[src/rtl/segment_allocator_unit_macros.svh]
// ----------------------------------------------------------------------------
// segment allocator assertion macros
// shorthand for clocked assertions that are disabled while reset is low
// ----------------------------------------------------------------------------
`ifndef SEGMENT_ALLOCATOR_UNIT_MACROS_SVH
`define SEGMENT_ALLOCATOR_UNIT_MACROS_SVH

// same-cycle implication
`define SAU_IMPLY(label, cond, expr, msg) \
    label: assert property (@(posedge i_clk) disable iff (!i_rst_n) (cond) |-> (expr)) \
        else $error(msg);

// next-cycle implication
`define SAU_NEXT(label, cond, expr, msg) \
    label: assert property (@(posedge i_clk) disable iff (!i_rst_n) (cond) |=> (expr)) \
        else $error(msg);

`endif

[src/rtl/sau_ram.sv]
// ----------------------------------------------------------------------------
// sau_ram
// generic single write port ram with one registered read port
// ----------------------------------------------------------------------------
module sau_ram #(
    parameter int WIDTH = 32,
    parameter int DEPTH = 16
) (
    input  logic                     i_clk,
    input  logic                     i_we,
    input  logic [$clog2(DEPTH)-1:0] i_waddr,
    input  logic [WIDTH-1:0]         i_wdata,
    input  logic [$clog2(DEPTH)-1:0] i_raddr,
    output logic [WIDTH-1:0]         o_rdata
);

    logic [WIDTH-1:0] r_mem [DEPTH];
    logic [WIDTH-1:0] r_rdata;

    // write port
    always_ff @(posedge i_clk) begin
        if (i_we) begin
            r_mem[i_waddr] <= i_wdata;
        end
    end

    // registered read
    always_ff @(posedge i_clk) begin
        r_rdata <= r_mem[i_raddr];
    end

    assign o_rdata = r_rdata;

endmodule

[config.mk]
export PLATFORM = sky130hd
export DESIGN_NAME = sau_ram
export DESIGN_NICKNAME = d
export VERILOG_FILES = /design/src/rtl/segment_allocator_unit_macros.svh /design/src/rtl/sau_ram.sv
export SDC_FILE = /design/constraint.sdc
export NUM_CORES = 1
export LEC_CHECK = 0
export BUFFER_PORTS_ARGS = -buffer_cell sky130_fd_sc_hd__buf_2
export CAP_MARGIN = 20
export CORE_ASPECT_RATIO = 0.75
export CORE_MARGIN = 3
export CORE_UTILIZATION = 27
export CTS_CLUSTER_DIAMETER = 40
export DETAILED_ROUTE_END_ITERATION = 6
export HOLD_SLACK_MARGIN = 0.1
export PLACE_DENSITY = 0.47
export SYNTH_ARGS = -nofsm -noshare
export SYNTH_HDL_FRONTEND = slang
export SYNTH_SLANG_ARGS = --single-unit
[constraint.sdc]
create_clock -name i_clk -period 4.8 [get_ports i_clk]
set_input_delay 0.96 -clock i_clk [delete_from_list [all_inputs] [get_ports i_clk]]
set_output_delay 0.96 -clock i_clk [all_outputs]
set_load 0.01 [all_outputs]
==> qor.yml <==
run_status:
  status: "finished clean"
die:
  die_x_um: 319
  rows: 85
  core_region_area_mm2: 0.0723
  dieHeight_um: 241
  initial_core_util: 0.275
  die_area_mm2: 0.0769
  io_pins: 74
critical_path:
  r2r-end: "o_rdata[31]"
  r2r_cells: 3
  worstPathArrival_ps: 2740
  timing.rr.start: "r_mem[3][31]"
  path_class: "primary input to flop"
  critPathLaunchType: "primary input"
  worst_ep_required_time_ps: 5070
  path_max_fanout: 22
  r2r_slack_ps: 3370
  endpoint_kind: "flop"
hold_path:
  min_from: "r_mem[12][19]"
  worstHoldEndpoint: "o_rdata[19]"
  hp-class: "flop to flop"
  holdPathStages: 3
route:
  drcViolationCount: 0
  via_count: 9009
  drtAntennaViolNets: 0
  drtPass1Iterations: 5
  wire_per_inst_um: 23.3
  viasPerCell: 4.56
  drtIter0Drc: 727
  routed_wl_mm: 46.0
cts:
  clk_latency_ps: 590
  clk_path_buf_depth: 3
  clock-root-buffer: "clkbuf_16"
  cts.sinks: 544
  post_cts_buffers: 0
  cts_tree: "yes"
  path_clk_slew_ps: 60
  htree_levels: 3
  post_cts_resized: 0
  ctsHoldBuffers: 0
  cts_buffers: 68
timing:
  maxSlewViolCount: 0
  min_period_ps: 2460
  holdWs_ps: 669
  finalClockSkew_ps: 22.3
  layout_setup_ws_ps: 2340
  worstMarginPinSlew_ps: 1050
  slew_headroom: 0.303
  final-hold-violation-count: 0
  tns_ps: 0
  setup_viol: 0
  max_freq_ghz: 0.406
  period_share: 0.513
  rsz0062_at_grt: "no"
global_routing:
  grt.overflow.total: 0
  antenna_found_initial: 3
  grt_pass1_wl_mm: 68.2
  grt_max_degree: 57
  grt_pass1_vias: 9721
  grt_usage: 0.122
yosys:
  ys_top_cells_by_area: "edfxtp_1 (77%), mux4_2 (15%), dfxtp_1 (3.2%), a22oi_1 (2.4%), nand2_1 (0.62%)"
  synth_cell_types: 18
  synth_compound_area_frac: 0.0242
  synth.most_common_cell: "edfxtp_1"
  synthXorXnorAreaFrac: 0
  synthAdderAreaFrac: 0
  synth_edf_count: 512
  netlist.area_leader.share: 0.774
  synth_top_family_by_area: "multiplexers"
  synth_area_per_cell_um2: 23.7
  synth-seq-cells: 544
  synthSimpleGateAreaFrac: 0.0127
  synth_area_mm2: 0.0199
  postSynthCellCount: 838
  muxShareOfSynthArea: 0.145
  ys_seq_area_frac: 0.807
  yosysTopAreaCell: "edfxtp_1"
  synth_flop_cell: "edfxtp_1"
  synthTopCellsByCount: "edfxtp_1 (512), mux4_2 (128), a22oi_1 (64), nand2_1 (33), dfxtp_1 (32)"
  synth_nets: 880
  synth_warnings: 0
  ys_async_sr_fraction: 0
placement:
  placed_area_mm2: 0.0217
  placedCellCount: 1853
  dp.final_hpwl_mm: 25.5
  finalWeightedCongestion: 0.692
  port_buffers: 73
  dp_slack_ps: 1730
power_and_ir_drop:
  irDropWorstVdd_v: 0.000295
  power.density_mw_per_mm2: 454
  leakagePower_nw: 7.61
finish:
  multi_input_area_mm2: 0.00375
  stdcell_area_mm2: 0.0239
  finalNonFillerCells: 1975
  drive_gt1_frac: 0.349
  fillers: 6823
  areaGrowthSynthToFinish_pct: 20.6
  antennaDiodeCount: 0
  register_area_mm2: 0.0160
  nNetsFinal: 1008
flow_run:
  max_cap_viol_count: 0
-- cell type report --
type,count,share of cell area
tap,957,0.0500
multi-input combinational,251,0.157
clock inverter,37,0.0165
clock buffer,85,0.0777
sequential,544,0.669
timing repair buffer,101,0.0302
-- routing by layer --
| metal | track usage | routed length, µm |
|---|---|---|
| met1 | 0.185 | 23000 |
| met2 | 0.175 | 19700 |
| met3 | 0.0305 | 2580 |
| met4 | 0.0271 | 758 |
| met5 | 0 | 11 |
-- per-stage QoR --
stage	total power, W	utilization
after detailed placement	0.00595	0.300
after global routing	0.0113	0.331
after floorplan	0.00571	-
final	0.0109	0.331
after global placement	0.00594	0.299
after CTS	0.0110	0.331
-- kinds of logic (layout without fill, tap and decap cells) --
group           Yosys count  in the layout
mux                     128            128
compound gates           64             64
simple gates             59             59
buf+inv                  43            223
flops                   544            544
-- worst max-delay path by stage --
stage,end,cells after the start,from
after floorplan,r_mem[0][0],2,i_waddr[2]
after global placement,r_mem[2][30],3,i_waddr[2]
after detailed placement,o_rdata[6],5,i_raddr[0]
after CTS,r_mem[6][12],4,i_waddr[3]
after global routing,r_mem[6][12],4,i_waddr[3]
final,r_mem[6][8],4,i_waddr[3]
-- critical path, stage by stage --
cell and delay, ps:
buf_2 120, nand3b_1 390, nor2_4 870, buf_4 370
-- cells in the final DEF, fill, tap and decap left out, types with 3 or more instances in the layout --
| cell type | count |
|---|---|
| buf_2 | 71 |
| mux4_2 | 128 |
| clkbuf_16 | 71 |
| inv_6 | 6 |
| clkinv_2 | 8 |
| edfxtp_1 | 512 |
| clkinv_1 | 6 |
| buf_12 | 9 |
| nor2_4 | 13 |
| a22oi_1 | 64 |
| clkinv_8 | 3 |
| nand2_1 | 33 |
| clkbuf_1 | 11 |
| clkbuf_8 | 4 |
| dfxtp_1 | 32 |
| inv_8 | 3 |
| buf_4 | 18 |
| clkinvlp_4 | 4 |
| bufinv_16 | 5 |
| nor3_2 | 4 |
-- power by group --
| part | internal [W] | leakage (nW) | total (W) | switching (W) |
|---|---|---|---|---|
| combinational | 0.000195 | 1.61 | 0.000483 | 0.000288 |
| sequential | 0.00531 | 4.89 | 0.00535 | 0.0000373 |
| clock | 0.00306 | 1.10 | 0.00504 | 0.00198 |
-- sequential cells by signal (all words and copies together) (netlist names) --
register / flops
r_mem: 512
o_rdata: 32
Power figures use the tool's default switching activity.
