## src/rtl/segment_allocator_unit_macros.svh

```systemverilog
// ----------------------------------------------------------------------------
// segment allocator assertion macros
// shorthand for clocked assertions that are disabled while reset is low
// ----------------------------------------------------------------------------
`ifndef SEGMENT_ALLOCATOR_UNIT_MACROS_SVH
`define SEGMENT_ALLOCATOR_UNIT_MACROS_SVH

// same-cycle implication
`define SAU_IMPLY(label, cond, expr, msg) \
    label: assert property (@(posedge i_clk) disable iff (!i_rst_n) (cond) |-> (expr)) \
        else $error(msg);

// next-cycle implication
`define SAU_NEXT(label, cond, expr, msg) \
    label: assert property (@(posedge i_clk) disable iff (!i_rst_n) (cond) |=> (expr)) \
        else $error(msg);

`endif

```

## src/rtl/sau_pkg.sv

```systemverilog
// ----------------------------------------------------------------------------
// sau_pkg
// sizes, operation and status codes and shared types of the segment allocator
// ----------------------------------------------------------------------------
package sau_pkg;

    // sizing
    localparam int MEM_WORDS    = 1024;
    localparam int FREE_ENTRIES = 16;
    localparam int SEGMENT_IDS  = 16;
    localparam int DATA_WIDTH   = 32;

    // fixed field widths
    localparam int OP_W      = 3;
    localparam int ID_W      = 4;
    localparam int POS_W     = 10;
    localparam int LEN_W     = 11;
    localparam int STRAT_W   = 2;
    localparam int STAT_W    = 3;
    localparam int IN_DATA_W = 32;

    // derived widths
    localparam int IDX_W   = $clog2(FREE_ENTRIES);
    localparam int LINK_W  = IDX_W + 1;
    localparam int WORD_AW = $clog2(MEM_WORDS);
    localparam int SID_W   = $clog2(SEGMENT_IDS);

    // operation codes
    localparam logic [OP_W-1:0] OP_CREATE = 3'd0;
    localparam logic [OP_W-1:0] OP_REMOVE = 3'd1;
    localparam logic [OP_W-1:0] OP_FIND   = 3'd2;
    localparam logic [OP_W-1:0] OP_STORE  = 3'd3;
    localparam logic [OP_W-1:0] OP_LOAD   = 3'd4;

    // status codes
    localparam logic [STAT_W-1:0] ST_OK      = 3'd0;
    localparam logic [STAT_W-1:0] ST_NO_HOLD = 3'd1;
    localparam logic [STAT_W-1:0] ST_SMALL   = 3'd2;
    localparam logic [STAT_W-1:0] ST_UNKNOWN = 3'd3;
    localparam logic [STAT_W-1:0] ST_BOUNDS  = 3'd4;
    localparam logic [STAT_W-1:0] ST_FULL    = 3'd5;

    // fit rules
    localparam logic [STRAT_W-1:0] STRAT_FIRST = 2'd0;
    localparam logic [STRAT_W-1:0] STRAT_BEST  = 2'd1;
    localparam logic [STRAT_W-1:0] STRAT_WORST = 2'd2;

    // one free list entry as kept in memory
    typedef struct packed {
        logic [POS_W-1:0]  start;
        logic [LEN_W-1:0]  len;
        logic [LINK_W-1:0] link;
    } t_free_entry;

    localparam int FE_W = $bits(t_free_entry);

    // request to the free list engine
    typedef struct packed {
        logic                start;
        logic [OP_W-1:0]     op;
        logic [POS_W-1:0]    s;
        logic [LEN_W-1:0]    size;
        logic [STRAT_W-1:0]  strategy;
        logic [POS_W-1:0]    base;
        logic [LEN_W-1:0]    len;
    } t_fl_req;

    // response of the free list engine
    typedef struct packed {
        logic                done;
        logic [STAT_W-1:0]   status;
        logic                found;
        logic [POS_W-1:0]    addr;
    } t_fl_resp;

endpackage

```

## src/rtl/sau_ram.sv

```systemverilog
// ----------------------------------------------------------------------------
// sau_ram
// generic single write port ram with one registered read port
// ----------------------------------------------------------------------------
module sau_ram #(
    parameter int WIDTH = 32,
    parameter int DEPTH = 16
) (
    input  logic                     i_clk,
    input  logic                     i_we,
    input  logic [$clog2(DEPTH)-1:0] i_waddr,
    input  logic [WIDTH-1:0]         i_wdata,
    input  logic [$clog2(DEPTH)-1:0] i_raddr,
    output logic [WIDTH-1:0]         o_rdata
);

    logic [WIDTH-1:0] r_mem [DEPTH];
    logic [WIDTH-1:0] r_rdata;

    // write port
    always_ff @(posedge i_clk) begin
        if (i_we) begin
            r_mem[i_waddr] <= i_wdata;
        end
    end

    // registered read
    always_ff @(posedge i_clk) begin
        r_rdata <= r_mem[i_raddr];
    end

    assign o_rdata = r_rdata;

endmodule

```

## src/rtl/sau_free_list.sv

```systemverilog
// ----------------------------------------------------------------------------
// sau_free_list
// free list engine: walks the linked list in memory one link per cycle,
// then splits, merges, links or unlinks entries for create and remove, or picks a fit
// ----------------------------------------------------------------------------
`include "segment_allocator_unit_macros.svh"

module sau_free_list (
    input  logic                      i_clk,
    input  logic                      i_rst_n,
    input  logic                      i_init,
    input  logic [sau_pkg::LEN_W-1:0] i_init_words,
    input  sau_pkg::t_fl_req          i_req,
    output sau_pkg::t_fl_resp         o_resp
);

    localparam int IDX_W  = sau_pkg::IDX_W;
    localparam int LINK_W = sau_pkg::LINK_W;
    localparam int LEN_W  = sau_pkg::LEN_W;
    localparam int POS_W  = sau_pkg::POS_W;
    localparam int SUM_W  = LEN_W + 1;
    localparam int FE_W   = sau_pkg::FE_W;
    localparam logic [LINK_W-1:0] NIL = LINK_W'(sau_pkg::FREE_ENTRIES);

    typedef enum logic [4:0] {
        F_IDLE   = 5'b00001,
        F_ISSUE  = 5'b00010,
        F_EVAL   = 5'b00100,
        F_DECIDE = 5'b01000,
        F_WR2    = 5'b10000
    } t_fl_state;

    // control state
    t_fl_state                       r_state, n_state;
    logic [LINK_W-1:0]               r_head, n_head;
    logic [sau_pkg::FREE_ENTRIES-1:0] r_used, n_used;

    // request copy
    logic [sau_pkg::OP_W-1:0]    r_op, n_op;
    logic [POS_W-1:0]            r_s, n_s;
    logic [LEN_W-1:0]            r_size, n_size;
    logic [sau_pkg::STRAT_W-1:0] r_strategy, n_strategy;
    logic [POS_W-1:0]            r_base, n_base;
    logic [LEN_W-1:0]            r_len, n_len;

    // walk position
    logic [LINK_W-1:0]    r_cur, n_cur;
    logic [LINK_W-1:0]    r_prev, n_prev;
    logic [LINK_W-1:0]    r_n, n_n;
    sau_pkg::t_free_entry r_prev_data, n_prev_data;

    // captured entries: left neighbor or fit choice, and holder or right neighbor
    logic                 r_p_ok, n_p_ok;
    logic [IDX_W-1:0]     r_p_idx, n_p_idx;
    sau_pkg::t_free_entry r_p_data, n_p_data;
    logic                 r_nx_ok, n_nx_ok;
    logic [IDX_W-1:0]     r_nx_idx, n_nx_idx;
    sau_pkg::t_free_entry r_nx_data, n_nx_data;
    logic [LINK_W-1:0]    r_nprev, n_nprev;
    sau_pkg::t_free_entry r_nprev_data, n_nprev_data;

    // second write and result
    logic                       r_w2_en, n_w2_en;
    logic [IDX_W-1:0]           r_w2_idx, n_w2_idx;
    sau_pkg::t_free_entry       r_w2_data, n_w2_data;
    logic [sau_pkg::STAT_W-1:0] r_status, n_status;
    logic                       r_found, n_found;
    logic [POS_W-1:0]           r_addr, n_addr;

    // memory port
    logic                 w_we;
    logic [IDX_W-1:0]     w_waddr;
    sau_pkg::t_free_entry w_wdata;
    logic [IDX_W-1:0]     w_raddr;
    logic [FE_W-1:0]      w_rd_raw;
    sau_pkg::t_free_entry w_rd;
    sau_pkg::t_free_entry w_init_data;

    // first write, decided combinationally
    logic                 w_w1_en;
    logic [IDX_W-1:0]     w_w1_idx;
    sau_pkg::t_free_entry w_w1_data;

    // walk compare terms
    logic [SUM_W-1:0] w_rd_fs, w_rd_fe, w_s, w_send, w_base, w_bend, w_h_fs, w_h_fe;
    logic             w_hold, w_fit, w_more, w_take, w_stop, w_before, w_after;

    // lowest unused entry
    logic             w_spare_ok;
    logic [IDX_W-1:0] w_spare;

    sau_ram #(
        .WIDTH (FE_W),
        .DEPTH (sau_pkg::FREE_ENTRIES)
    ) u_free_ram (
        .i_clk   (i_clk),
        .i_we    (w_we),
        .i_waddr (w_waddr),
        .i_wdata (w_wdata),
        .i_raddr (w_raddr),
        .o_rdata (w_rd_raw)
    );

    assign w_rd = w_rd_raw;

    // entry under the walk and the piece that holds the create start
    assign w_rd_fs  = SUM_W'(w_rd.start);
    assign w_rd_fe  = SUM_W'(w_rd.start) + SUM_W'(w_rd.len);
    assign w_s      = SUM_W'(r_s);
    assign w_send   = SUM_W'(r_s) + SUM_W'(r_size);
    assign w_base   = SUM_W'(r_base);
    assign w_bend   = SUM_W'(r_base) + SUM_W'(r_len);
    assign w_h_fs   = SUM_W'(r_nx_data.start);
    assign w_h_fe   = SUM_W'(r_nx_data.start) + SUM_W'(r_nx_data.len);
    assign w_before = w_h_fs < w_s;
    assign w_after  = w_h_fe > w_send;
    assign w_hold   = (w_rd_fs <= w_s) && (w_s <= w_rd_fe);
    assign w_fit    = w_rd.len >= r_size;
    assign w_more   = (w_rd.link < NIL) && ((32'(r_n) + 1) < sau_pkg::FREE_ENTRIES);

    // fit rule
    always_comb begin
        case (r_strategy)
            sau_pkg::STRAT_FIRST: w_take = w_fit;
            sau_pkg::STRAT_BEST:  w_take = w_fit && (!r_p_ok || (w_rd.len < r_p_data.len));
            sau_pkg::STRAT_WORST: w_take = !r_p_ok || (w_rd.len > r_p_data.len);
            default:              w_take = 1'b0;
        endcase
    end

    assign w_stop = ((r_op == sau_pkg::OP_CREATE) && w_hold) ||
                    ((r_op == sau_pkg::OP_FIND) && (r_strategy == sau_pkg::STRAT_FIRST) &&
                     w_fit) ||
                    !w_more;

    // priority encoder over the used bits
    always_comb begin
        w_spare_ok = 1'b0;
        w_spare    = '0;
        for (int i = sau_pkg::FREE_ENTRIES - 1; i >= 0; i--) begin
            if (!r_used[i]) begin
                w_spare_ok = 1'b1;
                w_spare    = IDX_W'(i);
            end
        end
    end

    // walk and update sequencer
    always_comb begin
        n_state      = r_state;
        n_head       = r_head;
        n_used       = r_used;
        n_op         = r_op;
        n_s          = r_s;
        n_size       = r_size;
        n_strategy   = r_strategy;
        n_base       = r_base;
        n_len        = r_len;
        n_cur        = r_cur;
        n_prev       = r_prev;
        n_n          = r_n;
        n_prev_data  = r_prev_data;
        n_p_ok       = r_p_ok;
        n_p_idx      = r_p_idx;
        n_p_data     = r_p_data;
        n_nx_ok      = r_nx_ok;
        n_nx_idx     = r_nx_idx;
        n_nx_data    = r_nx_data;
        n_nprev      = r_nprev;
        n_nprev_data = r_nprev_data;
        n_w2_en      = r_w2_en;
        n_w2_idx     = r_w2_idx;
        n_w2_data    = r_w2_data;
        n_status     = r_status;
        n_found      = r_found;
        n_addr       = r_addr;
        w_raddr      = r_cur[IDX_W-1:0];
        w_w1_en      = 1'b0;
        w_w1_idx     = r_nx_idx;
        w_w1_data    = r_nx_data;

        unique case (r_state)
            F_IDLE: begin
                if (i_req.start) begin
                    n_op       = i_req.op;
                    n_s        = i_req.s;
                    n_size     = i_req.size;
                    n_strategy = i_req.strategy;
                    n_base     = i_req.base;
                    n_len      = i_req.len;
                    n_cur      = r_head;
                    n_prev     = NIL;
                    n_n        = '0;
                    n_p_ok     = 1'b0;
                    n_nx_ok    = 1'b0;
                    n_state    = F_ISSUE;
                end
            end
            F_ISSUE: begin
                n_state = (r_cur < NIL) ? F_EVAL : F_DECIDE;
            end
            F_EVAL: begin
                case (r_op)
                    sau_pkg::OP_CREATE: begin
                        if (w_hold) begin
                            n_nx_ok      = 1'b1;
                            n_nx_idx     = r_cur[IDX_W-1:0];
                            n_nx_data    = w_rd;
                            n_nprev      = r_prev;
                            n_nprev_data = r_prev_data;
                        end
                    end
                    sau_pkg::OP_REMOVE: begin
                        if (!r_p_ok && (w_rd_fe == w_base)) begin
                            n_p_ok   = 1'b1;
                            n_p_idx  = r_cur[IDX_W-1:0];
                            n_p_data = w_rd;
                        end
                        if (!r_nx_ok && (w_rd_fs == w_bend)) begin
                            n_nx_ok      = 1'b1;
                            n_nx_idx     = r_cur[IDX_W-1:0];
                            n_nx_data    = w_rd;
                            n_nprev      = r_prev;
                            n_nprev_data = r_prev_data;
                        end
                    end
                    sau_pkg::OP_FIND: begin
                        if (w_take) begin
                            n_p_ok   = 1'b1;
                            n_p_idx  = r_cur[IDX_W-1:0];
                            n_p_data = w_rd;
                        end
                    end
                    default: begin
                    end
                endcase
                // follow the link straight from the read data
                if (w_stop) begin
                    n_state = F_DECIDE;
                end else begin
                    w_raddr     = w_rd.link[IDX_W-1:0];
                    n_prev      = r_cur;
                    n_prev_data = w_rd;
                    n_cur       = w_rd.link;
                    n_n         = r_n + 1'b1;
                end
            end
            F_DECIDE: begin
                n_status = sau_pkg::ST_OK;
                n_found  = 1'b0;
                n_addr   = '0;
                n_w2_en  = 1'b0;
                n_state  = F_WR2;
                case (r_op)
                    sau_pkg::OP_CREATE: begin
                        if (!r_nx_ok) begin
                            n_status = sau_pkg::ST_NO_HOLD;
                        end else if (w_h_fe < w_send) begin
                            n_status = sau_pkg::ST_SMALL;
                        end else if (w_before && w_after) begin
                            // split in three: new entry after the segment
                            if (!w_spare_ok) begin
                                n_status = sau_pkg::ST_FULL;
                            end else begin
                                w_w1_en         = 1'b1;
                                w_w1_idx        = w_spare;
                                w_w1_data.start = POS_W'(w_send);
                                w_w1_data.len   = LEN_W'(w_h_fe - w_send);
                                w_w1_data.link  = r_nx_data.link;
                                n_w2_en         = 1'b1;
                                n_w2_idx        = r_nx_idx;
                                n_w2_data       = r_nx_data;
                                n_w2_data.len   = LEN_W'(w_s - w_h_fs);
                                n_w2_data.link  = LINK_W'(w_spare);
                                n_used[w_spare] = 1'b1;
                            end
                        end else if (w_before) begin
                            w_w1_en       = 1'b1;
                            w_w1_data.len = LEN_W'(w_s - w_h_fs);
                        end else if (w_after) begin
                            w_w1_en         = 1'b1;
                            w_w1_data.start = POS_W'(w_send);
                            w_w1_data.len   = LEN_W'(w_h_fe - w_send);
                        end else begin
                            // exact fit: unlink the holder
                            if (r_nprev == NIL) begin
                                n_head = r_nx_data.link;
                            end else begin
                                w_w1_en        = 1'b1;
                                w_w1_idx       = r_nprev[IDX_W-1:0];
                                w_w1_data      = r_nprev_data;
                                w_w1_data.link = r_nx_data.link;
                            end
                            n_used[r_nx_idx] = 1'b0;
                        end
                    end
                    sau_pkg::OP_REMOVE: begin
                        if (r_p_ok && r_nx_ok && (r_p_idx != r_nx_idx)) begin
                            // merge both sides into the left piece
                            w_w1_en       = 1'b1;
                            w_w1_idx      = r_p_idx;
                            w_w1_data     = r_p_data;
                            w_w1_data.len = LEN_W'(r_p_data.len + r_len + r_nx_data.len);
                            if (r_nprev == NIL) begin
                                n_head = r_nx_data.link;
                            end else if (r_nprev[IDX_W-1:0] == r_p_idx) begin
                                w_w1_data.link = r_nx_data.link;
                            end else begin
                                n_w2_en        = 1'b1;
                                n_w2_idx       = r_nprev[IDX_W-1:0];
                                n_w2_data      = r_nprev_data;
                                n_w2_data.link = r_nx_data.link;
                            end
                            n_used[r_nx_idx] = 1'b0;
                        end else if (r_p_ok) begin
                            w_w1_en       = 1'b1;
                            w_w1_idx      = r_p_idx;
                            w_w1_data     = r_p_data;
                            w_w1_data.len = LEN_W'(r_p_data.len + r_len);
                        end else if (r_nx_ok) begin
                            w_w1_en         = 1'b1;
                            w_w1_data.start = r_base;
                            w_w1_data.len   = LEN_W'(r_nx_data.len + r_len);
                        end else if (r_len != '0) begin
                            // lone piece goes to the list head
                            if (!w_spare_ok) begin
                                n_status = sau_pkg::ST_FULL;
                            end else begin
                                w_w1_en         = 1'b1;
                                w_w1_idx        = w_spare;
                                w_w1_data.start = r_base;
                                w_w1_data.len   = r_len;
                                w_w1_data.link  = r_head;
                                n_head          = LINK_W'(w_spare);
                                n_used[w_spare] = 1'b1;
                            end
                        end
                    end
                    sau_pkg::OP_FIND: begin
                        if (r_p_ok && (r_p_data.len >= r_size)) begin
                            n_found = 1'b1;
                            n_addr  = r_p_data.start;
                        end
                    end
                    default: begin
                    end
                endcase
            end
            F_WR2: begin
                n_state = F_IDLE;
            end
            default: begin
                n_state = F_IDLE;
            end
        endcase

        // list reset to one piece at entry zero
        if (i_init) begin
            n_head    = '0;
            n_used    = '0;
            n_used[0] = 1'b1;
        end
    end

    // write port: init, then first write, then second write
    assign w_init_data.start = '0;
    assign w_init_data.len   = i_init_words;
    assign w_init_data.link  = NIL;

    always_comb begin
        w_we    = 1'b0;
        w_waddr = w_w1_idx;
        w_wdata = w_w1_data;
        if (i_init) begin
            w_we    = 1'b1;
            w_waddr = '0;
            w_wdata = w_init_data;
        end else if (w_w1_en) begin
            w_we = 1'b1;
        end else if ((r_state == F_WR2) && r_w2_en) begin
            w_we    = 1'b1;
            w_waddr = r_w2_idx;
            w_wdata = r_w2_data;
        end
    end

    // control registers
    always_ff @(posedge i_clk) begin
        if (!i_rst_n) begin
            r_state <= F_IDLE;
            r_head  <= '0;
            r_used  <= sau_pkg::FREE_ENTRIES'(1);
        end else begin
            r_state <= n_state;
            r_head  <= n_head;
            r_used  <= n_used;
        end
    end

    // payload registers
    always_ff @(posedge i_clk) begin
        r_op         <= n_op;
        r_s          <= n_s;
        r_size       <= n_size;
        r_strategy   <= n_strategy;
        r_base       <= n_base;
        r_len        <= n_len;
        r_cur        <= n_cur;
        r_prev       <= n_prev;
        r_n          <= n_n;
        r_prev_data  <= n_prev_data;
        r_p_ok       <= n_p_ok;
        r_p_idx      <= n_p_idx;
        r_p_data     <= n_p_data;
        r_nx_ok      <= n_nx_ok;
        r_nx_idx     <= n_nx_idx;
        r_nx_data    <= n_nx_data;
        r_nprev      <= n_nprev;
        r_nprev_data <= n_nprev_data;
        r_w2_en      <= n_w2_en;
        r_w2_idx     <= n_w2_idx;
        r_w2_data    <= n_w2_data;
        r_status     <= n_status;
        r_found      <= n_found;
        r_addr       <= n_addr;
    end

    assign o_resp.done   = (r_state == F_WR2);
    assign o_resp.status = r_status;
    assign o_resp.found  = r_found;
    assign o_resp.addr   = r_addr;

    // checks
    `SAU_IMPLY(a_head_used, r_head < NIL, r_used[r_head[IDX_W-1:0]], "list head is unused")
    `SAU_NEXT(a_done_single, o_resp.done, !o_resp.done, "engine done held longer than a cycle")

endmodule

```

## config.mk

```make
export PLATFORM = sky130hd
export DESIGN_NAME = sau_free_list
export DESIGN_NICKNAME = d
export VERILOG_FILES = /design/src/rtl/sau_pkg.sv /design/src/rtl/sau_ram.sv /design/src/rtl/sau_free_list.sv
export VERILOG_INCLUDE_DIRS = /design/src /design/src/rtl
export SDC_FILE = /design/constraint.sdc
export NUM_CORES = 1
export LEC_CHECK = 0
export ABC_CLOCK_PERIOD_IN_PS = 10840
export BUFFER_PORTS_ARGS = -buffer_cell sky130_fd_sc_hd__buf_4
export CORE_MARGIN = 5
export CORE_UTILIZATION = 35
export DETAILED_ROUTE_END_ITERATION = 16
export MAX_ROUTING_LAYER = met4
export PLACE_DENSITY = 0.48
export SETUP_SLACK_MARGIN = 0.4
export SLEW_MARGIN = 20
export SYNTH_ARGS = -nofsm -noshare
export SYNTH_HDL_FRONTEND = slang
export SYNTH_HIERARCHICAL = 1
export SYNTH_SLANG_ARGS = --single-unit
export TNS_END_PERCENT = 20
```

## constraint.sdc

```tcl
create_clock -name i_clk -period 10.84 [get_ports i_clk]
set_clock_uncertainty 0.1 [all_clocks]
set_input_delay 0.542 -clock i_clk [delete_from_list [all_inputs] [get_ports i_clk]]
set_output_delay 0.542 -clock i_clk [all_outputs]
set_load 0.05 [all_outputs]
```

==> run_results.csv <==
group,metric,value,unit
outcome,status,"finished clean",
layout,final_cell_mix,"edfxtp_1, nand2_1, ha_1",
logic_synthesis,ys_async_sr_fraction,0,%
hold_path,hold_class,"in -> reg",
route,routed_wl,107,mm
pwr,p_per_area,190,nW/µm²
logic_synthesis,yosys_register_bits,684,
sta,worst_pin_slew,1.07,ns
clocking,cts_buffers,78,
route,drc,0,
logic_synthesis,netlist_area,33300,µm²
flow_run,maxCapViolCount,0,
layout,drive_above_1_share,15.1,%
floorplan,start_util,35.1,%
setup_path,path_common_cell,"a21oi_1",
sta,hold_ws,0.171,ns
floorplan,rows,113,
route,final_antenna_net_count,0,
logic_synthesis,synth_top_flop_cell,"edfxtp_1",
grt,grt_pass1_wl,155,mm
floorplan,io_pins,77,
setup_path,worst-path-buf-inv,0,
sta,min_period_over_period,73.3,%
setup_path,path_max_fanout,31,
pwr,p_leak,13.4,nW
pwr,p_total,7.33,mW
layout,final_core_util,40.8,%
clocking,clockBufferDepth,3,
setup_path,crit_type,"reg -> reg",
grt,grt-ovfl-total,0,
sta,setup_ws,2.89,ns
sta,fmax,0.126,GHz
sta,slew-limit-headroom,28.7,%
clocking,cts_tree,"done",
sta,rsz0062_at_grt,"no",
grt,grt_max_degree,76,
setup_path,required,11.00,ns
route,drt_iter0_drc,1945,
place,post-dp-hpwl,75.3,mm
grt,grt_antenna_before_repair,8,
clocking,clock_latency,0.65,ns
logic_synthesis,synth_cell_types,91,
clocking,clkSinkCount,684,
clocking,h-tree-depth,3,
layout,area_growth_syn_to_layout,16.2,%
floorplan,die_x,318,µm
place,gp_congestion,0.935,
setup_path,cp_top_family,"compound AO/OA/AOI/OAI gates",
setup_path,max_stage_delay,0.96,ns
setup_path,crit_chain,"ha_1, fa_1, a21o_1, a21oi_1, o21bai_1, a21oi_1, o21bai_1, a21oi_1, o21bai_1, a21oi_1, xnor2_1, ha_1, nand2_1, o21ai_0, a31oi_4, or2_2, nor2_4, nand2_1, a31oi_1, o211ai_1, a21oi_1, nand2_1, nor2_4",
floorplan,core,94700,µm²
layout,nets,2814,
place,pre_cts_slack,2.97,ns
clocking,cts_resized,0,
route,viasPerCell,5.58,
sta,hold_viol_final,0,
sta,setup_viol,0,
setup_path,critPathArrivalTime,8.10,ns
clocking,cts_root_buffer,"clkbuf_16",
logic_synthesis,yosysSeqAreaShare,60.1,%
route,drtPass1Iterations,6,
logic_synthesis,synth_area_per_cell,13.6,µm²
logic_synthesis,synthCells,2441,
clocking,clkTransAtPathRegs,0.07,ns
layout,layout.cells.non_filler,3929,
sta,maxSlewViolCount,0,
sta,fin_crit,7.95,ns
logic_synthesis,synth_edf_count,632,
logic_synthesis,synth_warnings,6,
grt,grt_pass1_vias,21900,
place,io_buffers,76,
place,dp.cells,3735,
setup_path,crit_path_end_kind,"register",
layout,design_area,38700,µm²
layout,num-fill-cells,8793,
floorplan,die_y,318,µm
route,wl_per_cell,27.3,µm
sta,setup_tns,0,ns
floorplan,dieArea,101000,µm²
route,vias,21900,
place,postPlaceCellArea,35600,µm²
logic_synthesis,syn_nets,2658,
setup_path,cp_slowest_cell,"nor2_4",
setup_path,start_kind,"register",
pwr,peakVddDrop,0.000158,V
layout,final_common_cell,"edfxtp_1",
grt,grt.total_usage,21.2,%
==> power breakdown <==
part | internal, mW | switching [mW]
Sequential | 2.98 | 0.159
Clock | 1.52 | 1.12
Combinational | 0.589 | 0.956
Total | 5.10 | 2.24
==> final timing paths <==
kind	slack [ns]	endpoint	cells past startpoint	from
worst max-delay path	2.89	u_free_ram/r_mem[3][20]$_DFFE_PP_	23	r_nx_data[5]$_DFFE_PP_
worst min-delay path	0.17	r_nx_ok$_DFFE_PP_	2	i_req[47]
worst max register to register	2.89	u_free_ram/r_mem[3][20]$_DFFE_PP_	23	r_nx_data[5]$_DFFE_PP_
worst min register to register	0.32	r_nprev_data[23]$_DFFE_PP_	0	r_prev_data[23]$_DFFE_PP_
==> cell usage after synthesis (all sizes together) (15+ instances only) <==
master	count	area, µm²
a22oi	55	413
xnor2	70	613
nand2b	17	106
a211oi	36	275
nand2	234	878
nand3	40	200
ha	146	1830
a21o	26	195
buf	35	287
o21bai	16	120
inv	91	342
o21ai	117	589
o211ai	39	298
dfxtp	52	1040
nor2	119	459
xor2	32	280
clkbuf	69	259
o21a	19	143
nand4	21	138
a21oi	136	699
and2	26	163
nor2b	15	93.8
mux4	104	2480
edfxtp	632	19000
mux2i	21	210
o31ai	16	120
o22ai	18	113
a31oi	17	121
nor3	39	206
==> repair_timing <==
| item | in CTS | in global routing |
|---|---|---|
| hold buffers | 47 | 0 |
| setup buffers | 0 | 0 |
| endpoints found under the setup margin | 0 | 0 |
| endpoints found under the hold margin | 47 | 0 |
==> cells by family after synthesis <==
family | Yosys count | share of synthesized area, %
xor gates and xnor gates | 102 | 2.68
muxes | 134 | 8.38
buffers and inverters | 196 | 2.68
DFF | 684 | 60.1
and+or+nand+nor | 581 | 8.22
AOI/OAI and AO/OA | 589 | 11.9
adders and majority gates | 155 | 6.03
==> routing by layer <==
metal,GRT usage [%],part of all wire [%],up-vias
met1,28.6,43,11100
li1,-,-,9871
met2,33.0,47,776
met3,3.65,6.5,167
met5,-,0,-
met4,7.10,3.4,0
==> area by class of cell <==
type | count | area [µm²] | share of cell area, %
Clock buffer | 100 | 2120 | 5.47
Multi-Input combinational cell | 1561 | 12600 | 32.7
Antenna cell | 3 | 7.51 | 0.0194
Sequential cell | 684 | 20000 | 51.8
Inverter | 92 | 345 | 0.893
Tap cell | 1265 | 1580 | 4.09
Clock inverter | 44 | 487 | 1.26
Timing Repair Buffer | 180 | 1470 | 3.80
==> registers in the layout (all words and copies together), names as in the netlist, 5 cells and up <==
signal / count
r_base: 10
r_prev: 5
r_size: 11
r_w2_data: 26
u_free_ram/o_rdata: 26
r_nprev_data: 21
r_nprev: 5
r_s: 10
r_addr: 10
r_cur: 5
r_nx_data: 26
r_p_data: 26
r_n: 5
r_state: 5
u_free_ram/r_mem: 416
r_len: 11
r_used: 16
r_head: 5
r_prev_data: 21
Power figures use the tool's default switching activity.
